--- config.mk ---
export PLATFORM = sky130hd
export DESIGN_NAME = kml_div
export DESIGN_NICKNAME = d
export VERILOG_FILES = /design/src/kmeans_lloyd_clustering_top_assert.svh /design/src/kml_div.sv
export SDC_FILE = /design/constraint.sdc
export NUM_CORES = 1
export LEC_CHECK = 0
export BUFFER_PORTS_ARGS = -buffer_cell sky130_fd_sc_hd__buf_2
export CORE_MARGIN = 5
export CORE_UTILIZATION = 45
export DETAILED_ROUTE_END_ITERATION = 10
export PLACE_DENSITY = 0.71
export SLEW_MARGIN = 30
export SYNTH_ARGS = -nofsm -noshare
export SYNTH_HDL_FRONTEND = slang
export SYNTH_SLANG_ARGS = --single-unit
--- constraint.sdc ---
create_clock -name clock -period 2.54 [get_ports clock]
set_input_delay 0.127 -clock clock [delete_from_list [all_inputs] [get_ports clock]]
set_output_delay 0.127 -clock clock [all_outputs]
set_load 0.05 [all_outputs]
--- src/kmeans_lloyd_clustering_top_assert.svh ---
// Assertion macros shared by the clustering block.
`ifndef KMEANS_LLOYD_CLUSTERING_TOP_ASSERT_SVH
`define KMEANS_LLOYD_CLUSTERING_TOP_ASSERT_SVH

// Same-cycle implication, sampled on the rising clock edge.
`define KML_ASSERT_IMPL(label, ante, cons, msg) \
   label: assert property (@(posedge clock) disable iff (reset) (ante) |-> (cons)) \
      else $error(msg);

// Next-cycle implication, sampled on the rising clock edge.
`define KML_ASSERT_NEXT(label, ante, cons, msg) \
   label: assert property (@(posedge clock) disable iff (reset) (ante) |=> (cons)) \
      else $error(msg);

`endif

--- src/kml_div.sv ---
module kml_div #(
   parameter int NUM_W = 25,
   parameter int DEN_W = 9
) (
   input  logic             clock,
   input  logic             reset,
   input  logic             start,
   input  logic [NUM_W-1:0] num,
   input  logic [DEN_W-1:0] den,
   output logic             done,
   output logic [NUM_W-1:0] quo
);

   localparam int CNT_W = $clog2(NUM_W + 1);

   logic             busy_ff, busy_in;
   logic             done_ff, done_in;
   logic [CNT_W-1:0] cnt_ff, cnt_in;
   logic [DEN_W-1:0] rem_ff, rem_in;
   logic [NUM_W-1:0] quo_ff, quo_in;
   logic [DEN_W:0]   shifted;
   logic             fits;

   // Restoring division, one quotient bit per cycle
   always_comb begin
      shifted = {rem_ff, quo_ff[NUM_W-1]};
      fits    = shifted >= {1'b0, den};
      busy_in = busy_ff;
      done_in = 1'b0;
      cnt_in  = cnt_ff;
      rem_in  = rem_ff;
      quo_in  = quo_ff;
      if (start) begin
         busy_in = 1'b1;
         cnt_in  = '0;
         rem_in  = '0;
         quo_in  = num;
      end else if (busy_ff) begin
         rem_in = fits ? DEN_W'(shifted - {1'b0, den}) : shifted[DEN_W-1:0];
         quo_in = {quo_ff[NUM_W-2:0], fits};
         cnt_in = cnt_ff + CNT_W'(1);
         if (cnt_ff == CNT_W'(NUM_W - 1)) begin
            busy_in = 1'b0;
            done_in = 1'b1;
         end
      end
   end

   always_ff @(posedge clock) begin
      if (reset) begin
         busy_ff <= 1'b0;
         done_ff <= 1'b0;
      end else begin
         busy_ff <= busy_in;
         done_ff <= done_in;
      end
      cnt_ff <= cnt_in;
      rem_ff <= rem_in;
      quo_ff <= quo_in;
   end

   assign done = done_ff;
   assign quo  = quo_ff;

endmodule

==> results.md <==
| Quantity | Value | Unit |
|---|---|---|
| Outcome | finished clean | - |
| Root Driver | clkbuf_8 | - |
| FF+latch count, synth | 41 | - |
| Post-place instance area | 2628 | sq um |
| Required time of the critical path | 2740 | ps |
| Initial DRC count | 92 | - |
| Number of buffers between clock root and the deepest sink | 2 | - |
| Maximum fanout along the worst path | 7 | - |
| Hold path depth | 2 | - |
| Clock net sink count | 41 | - |
| Worst-skew pair later-pin latency | 290 | ps |
| Post-synthesis net count | 237 | - |
| Worst setup skew after layout | 7.720 | ps |
| Core Area | 4723 | sq um |
| Row count | 25 | - |
| Vias in the first global route | 1535 | - |
| Detailed-routed wire length on met2 | 2.384 | mm |
| Vias | 1630 | - |
| Fmax | 425.0 | MHz |
| Maximum VDD drop | 0.0004154 | V |
| Detailed Routing Iterations Pass 1 | 4 | - |
| Worst slew pin tran | 525.9 | ps |
| Finish-stage setup viols | 0 | - |
| Wire length after detailed routing | 4.524 | mm |
| Post-route cell area | 2735 | sq um |
| Buffers inserted during post-CTS setup optimization | 0 | - |
| Utilization after layout | 57.91 | % |
| Data arrival, critical path | 2560 | ps |
| Number of nets with antenna violations after routing | 0 | - |
| Warnings, synthesis | 0 | - |
| Max-cap violations | 0 | - |
| Detailed-route DRC error count | 0 | - |
| GRT Total Usage | 14.33 | % |
| Total placed cells including tap cells | 316 | - |
| Clock buffers created by TritonCTS | 5 | - |
| Number of instances in the synthesized netlist | 188 | - |
| Post-CTS Resized | 0 | - |
| Final clock period utilization by the worst path | 92.63 | % |
| Startpoint of the lowest-slack register-to-register path | quo[24] | - |
| Power Total | 1.801 | mW |
| Min cycle time layout | 2353 | ps |
| Clock Pin Slew Worst Setup and Hold Paths | 70 | ps |
| Final-stage net count | 305 | - |
| R2R Path End | rem_ff[0] | - |
| Wire length of the first global-routing pass | 7.072 | mm |
| Final estimated routing congestion in global placement | 0.8237 | - |
| Average instance area after synthesis | 11.72 | sq um |
| Cell taking the most area after synthesis | edfxtp_1 | - |
| Hold Path Sink | done | - |
| Non-filler cells in the finished layout | 324 | - |
| Die span in x | 79.98 | microns |
| Number of max-slew violations in the final report | 0 | - |
| Class of the most critical setup path | reg2reg | - |
| Routed met1 length | 1.833 | mm |
| Power density over the cells | 658.6 | nW/um^2 |
| R2R Setup Slk | 190 | ps |
| Post-synth design cell area | 2203 | sq um |
| Clock tree from TritonCTS | built | - |
| Largest cells by area after synthesis | edfxtp_1 (34%), dfxtp_1 (15%), mux2_2 (12%) | - |
| Sequential-to-total area share from yosys stat | 48.61 | % |
| Critical path endpoint category | register | - |
| Top-count cell post-synth | edfxtp_1 | - |
| Number of different library cells in the post-synthesis netlist | 46 | - |
| LEAKAGE | 1.217 | nW |
| Worst Hold Slack | 26.02 | ps |
| Antenna Cells | 0 | - |
| Max transition margin | 64.62 | % |
| Type of the tightest min-delay check | in2reg | - |
| Ys async rst share | 0 | % |
| CP startpoint kind | register | - |
| Starting density of the core | 46.65 | % |
| Chip height | 79.98 | microns |
| Number of enable-type register cells in the synthesized netlist | 25 | - |
| Initial antenna violation count | 0 | - |
| Highest Signal Layer | met4 | - |
| Congestion Overflow GR | 0 | - |
| Count of buffers inserted at the top-level ports | 62 | - |
| Mean number of vias per cell | 5.031 | - |
| Area added between synthesis and finish | 24.13 | % |
| Routed wire per std cell | 13.96 | microns |
| Synth top cells by count | edfxtp_1 (25), mux2_2 (24), inv_1 (17), dfxtp_1 (16), nor2_1 (14) | - |
| Number of cells on the worst reg-to-reg path | 10 | - |
| Number of I/O pins | 63 | - |
| Routed length on met3 | 243 | microns |
| Share of layout cells above drive strength 1 | 42.02 | % |
| Htree depth | 2 | - |
| Synth top area share | 34.07 | % |
| Die ar. | 6396 | sq um |
| Maximum number of pins on one net before global-route repair | 25 | - |
| Ys flop type | edfxtp_1 | - |
| Hold Vio Cnt, Final | 0 | - |
| Number of hold-repair buffers added at the cts stage | 0 | - |
| Worst hold start | reset | - |
| Filler Cell Count | 389 | - |
| Estimated wirelength of the detail-placed design | 3.372 | mm |
| RSZ-0062 raised after global routing | no | - |
## cells by family after synthesis
kind of cell	share of synthesized area, %
xor gates and xnor gates	3.578
and+or+nand+nor	8.860
muxes	15.45
buffers and inverters	4.429
AOI/OAI and AO/OA	11.93
DFF	48.61
adders and majority gates	7.155
## power by group
part,internal (mW),switching [mW]
Sequential,0.775,0.0339
Clock,0.292,0.221
Combinational,0.171,0.309
Total,1.24,0.564
## layer usage
| metal | vias to the layer above | track usage (%) |
|---|---|---|
| met5 | - | 0 |
| met4 | 0 | 4.899 |
| met3 | 7 | 3.499 |
| met2 | 39 | 24.83 |
| met1 | 761 | 17.24 |
| li1 | 823 | - |
## cell type report
type / count / area [sq um] / share of cell area (%)
inverters: 17 / 63.81 / 2.333
multi-input cells: 123 / 1054 / 38.52
clock buffers: 6 / 72.57 / 2.653
well taps: 67 / 83.83 / 3.065
clock inverters: 2 / 35.03 / 1.281
repair buffers: 68 / 355.3 / 12.99
flip-flops and latches: 41 / 1071 / 39.16
## cells in the final DEF, fill, tap and decap left out, types with 3 or more instances in the layout
| cell | n |
|---|---|
| a211oi_1 | 3 |
| a21oi_1 | 4 |
| a32oi_1 | 3 |
| buf_2 | 62 |
| buf_4 | 6 |
| clkbuf_8 | 5 |
| dfxtp_1 | 16 |
| edfxtp_1 | 25 |
| ha_1 | 11 |
| inv_1 | 17 |
| mux2_2 | 24 |
| mux2i_1 | 7 |
| nand2_1 | 7 |
| nor2_1 | 14 |
| o21bai_1 | 3 |
| o31ai_1 | 3 |
| xnor2_1 | 3 |
| xor2_1 | 6 |
## critical path: stages (launching register included)
cell and delay [ps]:
edfxtp_1 410, inv_1 70, ha_1 150, inv_1 50, fa_2 370, a211oi_4 300, o31ai_4 110, a211oi_4 270
buf_4 210, nand2_2 60, a311oi_2 240
## sequential cells by signal (all words and copies together) (netlist names)
signal / flops
busy_ff: 1
rem_ff: 9
done: 1
cnt_ff: 5
quo: 25
## worst max-delay path by stage
stage,end,slack (ps),startpoint,depth (start not counted)
2_1_floorplan,rem_ff[0],-70,quo[24],10
6_report,rem_ff[0],190,quo[24],10
4_1_cts,rem_ff[0],170,quo[24],10
5_1_grt,rem_ff[4],20,quo[24],10
3_5_place_dp,rem_ff[0],200,quo[24],10
3_3_place_gp,rem_ff[4],210,quo[24],10
## through the flow
| stage | setup TNS (ps) | setup slack, ps |
|---|---|---|
| 2_1_floorplan | -120.9 | -72.80 |
| 3_3_place_gp | 0 | 214.7 |
| 3_5_place_dp | 0 | 201.9 |
| 4_1_cts | 0 | 174.6 |
| 5_1_grt | 0 | 23.28 |
| 6_report | 0 | 187.1 |
Note: power is estimated with default switching activity, not from simulation.
